<file path="src/slcf_pkg.sv">
// Shared types and constants for the staggered LED crossfade unit.
// No dependencies.
`timescale 1ns / 1ps

package slcf_pkg;

	// Field widths fixed by the item format
	localparam int CMD_W    = 2;
	localparam int IDX_W    = 6;
	localparam int COLOUR_W = 24;
	localparam int ORDER_W  = 6;
	localparam int TICK_W   = 24;
	localparam int CFG_IDX_W  = 2;
	localparam int CFG_DATA_W = 16;
	localparam int GROUP_W  = 7;
	localparam int BEGIN_W  = 22;   // stagger (16b) times order group (6b)

	// Command codes
	localparam logic [CMD_W-1:0] CMD_WR_START = 2'd0;
	localparam logic [CMD_W-1:0] CMD_WR_END   = 2'd1;
	localparam logic [CMD_W-1:0] CMD_WR_ORDER = 2'd2;
	localparam logic [CMD_W-1:0] CMD_EVAL     = 2'd3;

	// Configuration register indexes
	localparam logic [CFG_IDX_W-1:0] CFG_STAGGER = 2'd0;
	localparam logic [CFG_IDX_W-1:0] CFG_FADE    = 2'd1;
	localparam logic [CFG_IDX_W-1:0] CFG_GROUP   = 2'd2;

	// Sequencer states
	typedef enum logic [3:0] {
		S_IDLE,
		S_ORD_LD,
		S_ORD_DIV,
		S_BEGIN,
		S_CMP,
		S_MUL,
		S_DIV,
		S_ACC,
		S_FINISH
	} state_t;

endpackage

</file>
<file path="src/staggered_led_crossfade_unit.sv">
// Staggered LED crossfade: per-LED color/order storage and a sequencer
// around one shared 8-step restoring divider. Depends on slcf_pkg.
//
// A write item goes from S_IDLE to S_FINISH; a mid-fade evaluate runs seven
// 8-step divisions on the shared divider (one for the order group, two per
// color channel); an evaluate before the start, at or past the end, or out of
// range stops after the order group division. The next item is taken the cycle
// after the result enters the output register; S_FINISH holds while out_valid
// is set and out_ready is low. Reset clears state, out_valid, stagger and fade,
// and sets the group size to one; it does not clear the memories.
`timescale 1ns / 1ps

module staggered_led_crossfade_unit
	import slcf_pkg::*;
#(
	parameter int LED_TOTAL = 64
) (
	input  logic                  clk,
	input  logic                  arst_n,
	// configuration write channel
	input  logic                  cfg_valid,
	output logic                  cfg_ready,
	input  logic [CFG_IDX_W-1:0]  cfg_index,
	input  logic [CFG_DATA_W-1:0] cfg_data,
	// input items
	input  logic                  in_valid,
	output logic                  in_ready,
	input  logic [CMD_W-1:0]      cmd,
	input  logic [IDX_W-1:0]      led_index,
	input  logic [COLOUR_W-1:0]   colour_in,
	input  logic [ORDER_W-1:0]    order_value,
	input  logic [TICK_W-1:0]     time_tick,
	// result items
	output logic                  out_valid,
	input  logic                  out_ready,
	output logic [COLOUR_W-1:0]   colour_out,
	output logic                  fade_done
);

	localparam int AW = (LED_TOTAL > 1) ? $clog2(LED_TOTAL) : 1;
	localparam int WIDE_W = AW + IDX_W;

	state_t state_q, state_d;

	// configuration registers
	logic [15:0]        stagger_q;
	logic [15:0]        fade_q;
	logic [GROUP_W-1:0] group_q;

	// item registers
	logic [TICK_W-1:0]   t_q;
	logic                range_q;
	logic [COLOUR_W-1:0] start_rd_q, end_rd_q;
	logic [ORDER_W-1:0]  order_rd_q;
	logic [BEGIN_W-1:0]  begin_q;
	logic [15:0]         u_q;
	logic [1:0]          chan_q;
	logic                term_q;
	logic [8:0]          acc_q;
	logic [COLOUR_W-1:0] res_q;
	logic                done_q;

	// shared divider registers
	logic [15:0] div_rem_q;
	logic [7:0]  div_word_q;
	logic [7:0]  div_quo_q;
	logic [2:0]  div_cnt_q;

	// output register
	logic                out_valid_q;
	logic [COLOUR_W-1:0] colour_out_q;
	logic                fade_done_q;

	// memories
	logic [COLOUR_W-1:0] start_mem [LED_TOTAL];
	logic [COLOUR_W-1:0] end_mem   [LED_TOTAL];
	logic [ORDER_W-1:0]  order_mem [LED_TOTAL];

	// control outputs of the sequencer
	logic in_take;
	logic out_load;
	logic div_last;

	// address decode
	logic [WIDE_W-1:0] idx_wide;
	logic [AW-1:0]     addr;
	logic              in_range;

	assign idx_wide = {{AW{1'b0}}, led_index};
	assign addr     = idx_wide[AW-1:0];
	assign in_range = idx_wide < WIDE_W'(LED_TOTAL);

	// divider step
	logic [15:0] divisor;
	logic [6:0]  group_eff;
	logic [16:0] div_shift;
	logic        div_ge;
	logic [16:0] div_diff;

	assign group_eff = (group_q == '0) ? GROUP_W'(1) : group_q;
	assign divisor   = (state_q == S_ORD_DIV) ? {9'd0, group_eff} : fade_q;
	assign div_shift = {div_rem_q, div_word_q[7]};
	assign div_ge    = div_shift >= {1'b0, divisor};
	assign div_diff  = div_shift - {1'b0, divisor};

	// begin/finish times and compare
	logic [BEGIN_W-1:0] begin_prod;
	logic [22:0]        finish;
	logic               before_start;
	logic               after_end;
	logic [TICK_W-1:0]  since_start;

	assign begin_prod   = BEGIN_W'(stagger_q) * BEGIN_W'(div_quo_q[ORDER_W-1:0]);
	assign finish       = {1'b0, begin_q} + {7'd0, fade_q};
	assign before_start = t_q < {2'b00, begin_q};
	assign after_end    = t_q >= {1'b0, finish};
	assign since_start  = t_q - {2'b00, begin_q};

	// channel operand select and the shared multiplier
	logic [7:0]  s_chan, e_chan;
	logic [15:0] mul_a;
	logic [7:0]  mul_b;
	logic [23:0] mul_p;
	logic [8:0]  acc_sum;

	always_comb begin
		case (chan_q)
			2'd0:    begin s_chan = start_rd_q[23:16]; e_chan = end_rd_q[23:16]; end
			2'd1:    begin s_chan = start_rd_q[15:8];  e_chan = end_rd_q[15:8];  end
			default: begin s_chan = start_rd_q[7:0];   e_chan = end_rd_q[7:0];   end
		endcase
	end

	assign mul_a   = term_q ? u_q : (fade_q - u_q);
	assign mul_b   = term_q ? e_chan : s_chan;
	assign mul_p   = 24'(mul_a) * 24'(mul_b);
	assign acc_sum = acc_q + {1'b0, div_quo_q};

	// handshake signals
	assign cfg_ready  = 1'b1;
	assign out_valid  = out_valid_q;
	assign colour_out = colour_out_q;
	assign fade_done  = fade_done_q;

	// next state
	always_comb begin
		state_d = state_q;
		unique case (state_q)
			S_IDLE: begin
				if (in_valid) begin
					state_d = (cmd == CMD_EVAL) ? S_ORD_LD : S_FINISH;
				end
			end
			S_ORD_LD:  state_d = S_ORD_DIV;
			S_ORD_DIV: if (div_cnt_q == 3'd7) state_d = S_BEGIN;
			S_BEGIN:   state_d = S_CMP;
			S_CMP: begin
				if (!range_q || before_start || after_end) state_d = S_FINISH;
				else state_d = S_MUL;
			end
			S_MUL:     state_d = S_DIV;
			S_DIV:     if (div_cnt_q == 3'd7) state_d = S_ACC;
			S_ACC: begin
				if (term_q && chan_q == 2'd2) state_d = S_FINISH;
				else state_d = S_MUL;
			end
			S_FINISH:  if (!out_valid_q || out_ready) state_d = S_IDLE;
			default:   state_d = S_IDLE;
		endcase
	end

	// sequencer outputs
	always_comb begin
		in_ready = 1'b0;
		out_load = 1'b0;
		div_last = 1'b0;
		unique case (state_q)
			S_IDLE:    in_ready = 1'b1;
			S_ORD_DIV: div_last = div_cnt_q == 3'd7;
			S_DIV:     div_last = div_cnt_q == 3'd7;
			S_FINISH:  out_load = !out_valid_q || out_ready;
			default:   ;
		endcase
	end

	assign in_take = in_valid && in_ready;

	// control registers
	always_ff @(posedge clk or negedge arst_n) begin
		if (!arst_n) begin
			state_q     <= S_IDLE;
			out_valid_q <= 1'b0;
			stagger_q   <= '0;
			fade_q      <= '0;
			group_q     <= GROUP_W'(1);
		end else begin
			state_q <= state_d;
			if (out_load) out_valid_q <= 1'b1;
			else if (out_ready) out_valid_q <= 1'b0;
			// configuration writes; indexes beyond the list are dropped
			if (cfg_valid && cfg_ready) begin
				case (cfg_index)
					CFG_STAGGER: stagger_q <= cfg_data;
					CFG_FADE:    fade_q    <= cfg_data;
					CFG_GROUP:   group_q   <= cfg_data[GROUP_W-1:0];
					default:     ;
				endcase
			end
		end
	end

	// memories: write on in-range write items, registered read on every accepted item
	always_ff @(posedge clk) begin
		if (in_take && in_range) begin
			case (cmd)
				CMD_WR_START: start_mem[addr] <= colour_in;
				CMD_WR_END:   end_mem[addr]   <= colour_in;
				CMD_WR_ORDER: order_mem[addr] <= order_value;
				default:      ;
			endcase
		end
		if (in_take) begin
			start_rd_q <= start_mem[addr];
			end_rd_q   <= end_mem[addr];
			order_rd_q <= order_mem[addr];
		end
	end

	// datapath registers
	always_ff @(posedge clk) begin
		if (in_take) begin
			t_q     <= time_tick;
			range_q <= in_range;
			res_q   <= '0;
			done_q  <= 1'b0;
		end
		if (out_load) begin
			colour_out_q <= res_q;
			fade_done_q  <= done_q;
		end
		case (state_q)
			S_ORD_LD: begin
				div_rem_q  <= '0;
				div_word_q <= {2'b00, order_rd_q};
				div_cnt_q  <= '0;
			end
			S_BEGIN: begin
				begin_q <= begin_prod;
			end
			S_CMP: begin
				chan_q <= '0;
				term_q <= 1'b0;
				acc_q  <= '0;
				u_q    <= since_start[15:0];
				if (!range_q) begin
					res_q  <= '0;
					done_q <= 1'b0;
				end else if (before_start) begin
					res_q <= start_rd_q;
				end else if (after_end) begin
					res_q  <= end_rd_q;
					done_q <= 1'b1;
				end
			end
			S_MUL: begin
				// product < fade * 256, so the upper part starts below the divisor
				div_rem_q  <= mul_p[23:8];
				div_word_q <= mul_p[7:0];
				div_cnt_q  <= '0;
			end
			S_ORD_DIV, S_DIV: begin
				div_rem_q  <= div_ge ? div_diff[15:0] : div_shift[15:0];
				div_word_q <= {div_word_q[6:0], 1'b0};
				div_quo_q  <= {div_quo_q[6:0], div_ge};
				if (!div_last) div_cnt_q <= div_cnt_q + 3'd1;
			end
			S_ACC: begin
				if (!term_q) begin
					acc_q  <= acc_sum;
					term_q <= 1'b1;
				end else begin
					case (chan_q)
						2'd0:    res_q[23:16] <= acc_sum[7:0];
						2'd1:    res_q[15:8]  <= acc_sum[7:0];
						default: res_q[7:0]   <= acc_sum[7:0];
					endcase
					acc_q  <= '0;
					term_q <= 1'b0;
					chan_q <= chan_q + 2'd1;
				end
			end
			default: ;
		endcase
	end

endmodule

</file>
<file path="config.mk">
export PLATFORM = sky130hd
export DESIGN_NAME = staggered_led_crossfade_unit
export DESIGN_NICKNAME = d
export VERILOG_FILES = /design/src/slcf_pkg.sv /design/src/staggered_led_crossfade_unit.sv
export SDC_FILE = /design/constraint.sdc
export NUM_CORES = 2
export LEC_CHECK = 0
export ABC_AREA = 0
export BUFFER_PORTS_ARGS = -buffer_cell sky130_fd_sc_hd__clkbuf_2
export CORE_MARGIN = 3
export CORE_UTILIZATION = 52
export CTS_BUF_LIST = sky130_fd_sc_hd__clkbuf_8
export DETAILED_ROUTE_END_ITERATION = 10
export PLACE_DENSITY = 0.7
export SYNTH_ARGS = -nofsm -noshare
export SYNTH_HDL_FRONTEND = slang
export SYNTH_SLANG_ARGS = --single-unit
export TNS_END_PERCENT = 30
</file>
<file path="constraint.sdc">
create_clock -name clk -period 6.21 [get_ports clk]
set_input_delay 1.242 -clock clk [delete_from_list [all_inputs] [get_ports clk]]
set_output_delay 1.242 -clock clk [all_outputs]
set_load 0.01 [all_outputs]
</file>
==> metrics.md <==
| Metric | Value |
|---|---|
| Clock transition at the registers of the reported paths | `60 ps` |
| WP data required | `6940 ps` |
| Worst path depth | `28` |
| Unique masters post-synth | `83` |
| Placed Cells | `12,400` |
| CTS H-Tree Depth | `6` |
| IO buf count | `111` |
| Slew HR | `3.73%` |
| Slew Limit Fails | `0` |
| Mapped Area | `145,000 sq um` |
| CTS sink cnt | `3,712` |
| Hold_ws | `327 ps` |
| FF-to-FF path depth | `28` |
| Crit-path slowest cell | `fa_1` |
| CP startpoint | `u_q[1]` |
| Min Tclk post-route | `6570 ps` |
| Fraction of layout cells with a size suffix above 1 | `16.9%` |
| Gpl congestion | `0.915` |
| ANT nets after route | `0` |
| Critical Path End | `div_rem_q[15]` |
| I/O Pins | `113` |
| Largest net degree at the start of global routing | `129` |
| Post-DP Area | `153,000 sq um` |
| Clock Power Share | `28.0%` |
| Detailed Route WL | `443 mm` |
| Root Buffer | `clkbuf_8` |
| Initial DRT Pass Iterations | `8` |
| Die area | `285,000 sq um` |
| First-pass GRT wire length | `627 mm` |
| Non-Filler Instances | `13,400` |
| Crit path launch type | `register` |
| Family with the most delay on the worst path | `adder cells` |
| Average size of a mapped cell | `16.9 sq um` |
| Unrepaired setup endpoints after global routing | `true` |
| Seq/Total Area, Yosys | `76.7%` |
| Asr flop ratio synth | `1.19%` |
| Net Sw Frac | `30.8%` |
| Final Hold Fails | `0` |
| # DRC | `0` |
| Seq pwr share | `43.0%` |
| Final period util | `106%` |
| Outcome | `complete, but fails checks` |
| CTS Buf Count | `586` |
| CORE AREA | `277,000 sq um` |
| Critical Path AT | `7290 ps` |
| All-Layer GR Usage | `30.4%` |
| Final setup viols | `8` |
| Setup Slack @ Placement | `-533 ps` |
| P&R area growth vs syn | `13.2%` |
| CP Capture Type | `register` |
| Synth Instances | `8,541` |
| Pleak | `0.0536 uW` |
| Reg-to-reg endpoint | `div_rem_q[15]` |
| Power per cell area | `410 nW/um^2` |
| Ys flop type | `edfxtp_1` |
| Reg2Reg Setup Slack | `-360 ps` |
| Final Skew | `92.7 ps` |
| GRT overflow | `0` |
| CTS max path bufs | `4` |
| Crit Path Max Fanout | `5` |
| Highest Clock Rate | `152 MHz` |
| Max cap viols | `0` |
| Final net count | `9,677` |
| Avg WL per Cell | `33.0 microns` |
| EDFF count, synth | `3,643` |
| Worst skew pair latency | `1060 ps` |
| Worst-margin pin slew | `1430 ps` |
| Die W | `533 microns` |
| CP Class | `register to register` |
| Drt via density | `6.66` |
| Final HPWL DP | `269 mm` |
| Initial DRC count | `13,700` |
| Failing checks | `setup timing` |
| Worst hold path class | `input port to async pin` |
| Worst flop-to-flop path startpoint | `u_q[1]` |
| Min setup slack post-route | `-358 ps` |
| Switching pwr | `20,700 uW` |
| Crit-path max cell delay | `580 ps` |
| Fin area | `164,000 sq um` |
| Initial Util | `52.3%` |
| CTS tree | `yes` |
| Die height | `533 microns` |
| Post-Syn Nets | `8,950` |
| Vias in the first global route | `86,700` |
| Row Count | `193` |
| Maximum VDD drop | `0.000872 V` |
| CP bufs+invs | `8` |
| Initial antenna violation count | `29` |
| Combinational share of power | `29.0%` |
| Synth warn | `0` |
| DR vias | `89,300` |
| Internal power | `46,400 uW` |
| Seq cells post-synth | `3,712` |
| CP most frequent cell | `buf_4` |
## metal layers
layer  wire [microns]  up-vias  global-route usage, %
met1           161000    45000                   41.6
met2           200000     6737                   45.8
met4            20500       20                   13.0
li1                 -    36600                      -
met3            61600      967                   8.95
met5              136        -                      0
## Yosys cell counts, drive strengths merged (22+ instances only)
master | count | area share (%)
fa | 146 | 2.0
nand3 | 101 | 0.35
a21o | 27 | 0.14
a31oi | 303 | 1.3
nor3 | 34 | 0.12
edfxtp | 3643 | 76
nand2 | 272 | 0.71
buf | 199 | 0.60
a221oi | 332 | 2.0
a21oi | 230 | 0.80
nor4 | 33 | 0.14
xnor2 | 60 | 0.37
a22o | 349 | 2.1
xor2 | 31 | 0.19
dfxtp | 25 | 0.35
nand4 | 119 | 0.51
a22oi | 1073 | 5.6
o21ai | 82 | 0.29
mux2i | 33 | 0.23
clkbuf | 313 | 0.81
nand2b | 33 | 0.14
ha | 178 | 1.5
dfrtp | 43 | 0.74
nor2b | 22 | 0.095
and2 | 33 | 0.14
nor2 | 330 | 0.86
inv | 226 | 0.59
mux2 | 45 | 0.35
## cells by family (layout without fill, tap and decap cells)
group,Yosys count,count (layout),synth area share (%)
flip-flops,3712,3712,76.7
multiplexers,78,78,0.579
other,1,12,0.00259
adder cells (fa/ha/maj),324,324,3.56
AO/OA/AOI/OAI,2560,2560,13.2
buffers and inverters,738,1889,2.00
XOR/XNOR,91,91,0.556
AND/OR/NAND/NOR,1037,1037,3.36
## cell usage in the layout (no fill, tap or decap), types with 100 or more instances in the layout
master	instances
edfxtp_1	3643
a22oi_1	1073
clkbuf_8	607
buf_4	518
inv_1	422
a22o_1	349
a221oi_1	332
a31oi_1	301
nand2_1	265
a21oi_1	221
nor2_1	194
ha_1	169
fa_1	145
nor2_2	123
nand4_1	119
clkinv_1	113
nand3_1	100
## flip-flops by register name, indices dropped and copies added (netlist names), 2 cells and up
| register | flops |
|---|---|
| begin_q | 22 |
| order_rd_q | 6 |
| start_mem | 1536 |
| group_q | 7 |
| end_mem | 1536 |
| state_q | 4 |
| u_q | 16 |
| order_mem | 384 |
| div_cnt_q | 3 |
| start_rd_q | 24 |
| div_rem_q | 16 |
| end_rd_q | 24 |
| div_quo_q | 8 |
| stagger_q | 16 |
| fade_q | 16 |
| div_word_q | 8 |
| colour_out | 24 |
| res_q | 24 |
| t_q | 24 |
| acc_q | 8 |
| chan_q | 2 |
## what timing repair did
action	in CTS	in global routing
pin swaps	44	42
endpoints found under the setup margin	11	13
buffers inserted	14	6
hold endpoints to repair	0	0
hold buffers	0	0
gates resized for setup	35	26
## worst register-to-register path: cells and delay by family, from the launching register on
family                   cells  cell delay (ps)
AO/OA/AOI/OAI                9             1670
flip-flops                   1              400
AND/OR/NAND/NOR              5              660
buffers and inverters        8              910
adder cells (fa/ha/maj)      6             2620
## how the worst min path moves through the flow
stage                        end  depth (start not counted)     startpoint
finish              stagger_q[2]                          2         arst_n
global route             t_q[10]                          1  time_tick[10]
CTS                   group_q[3]                          2         arst_n
detailed placement     fade_done                          0         done_q
global placement       fade_done                          0         done_q
floorplan              fade_done                          0         done_q
## power groups by stage
stage                     clock network, uW  logic [uW]  registers (uW)
after global routing                  20100       21400           28900
after detailed placement                  0       17600           29400
final                                 18800       19500           28900
after floorplan                           0       11200           29100
after global placement                    0       17400           29300
after CTS                             18900       18800           28800
## per-stage QoR
stage / utilization [%] / power, uW / TNS, ps
floorplan: - / 40300 / 0
global placement: 55.3 / 46700 / -3210
detailed placement: 55.3 / 47000 / -3350
CTS: 59.1 / 66500 / -1280
global route: 59.2 / 70300 / -3760
finish: 59.2 / 67100 / -1860
## area by class of cell
cell class	instances	area, sq um
Fill cell	20200	113000
Sequential cell	3712	111000
Clock buffer	607	8350
Antenna cell	11	27.5
Multi-Input combinational cell	4091	31700
Inverter	226	851
Timing Repair Buffer	651	5240
Tap cell	3705	4640
Clock inverter	405	2030
Power figures use the tool's default switching activity.
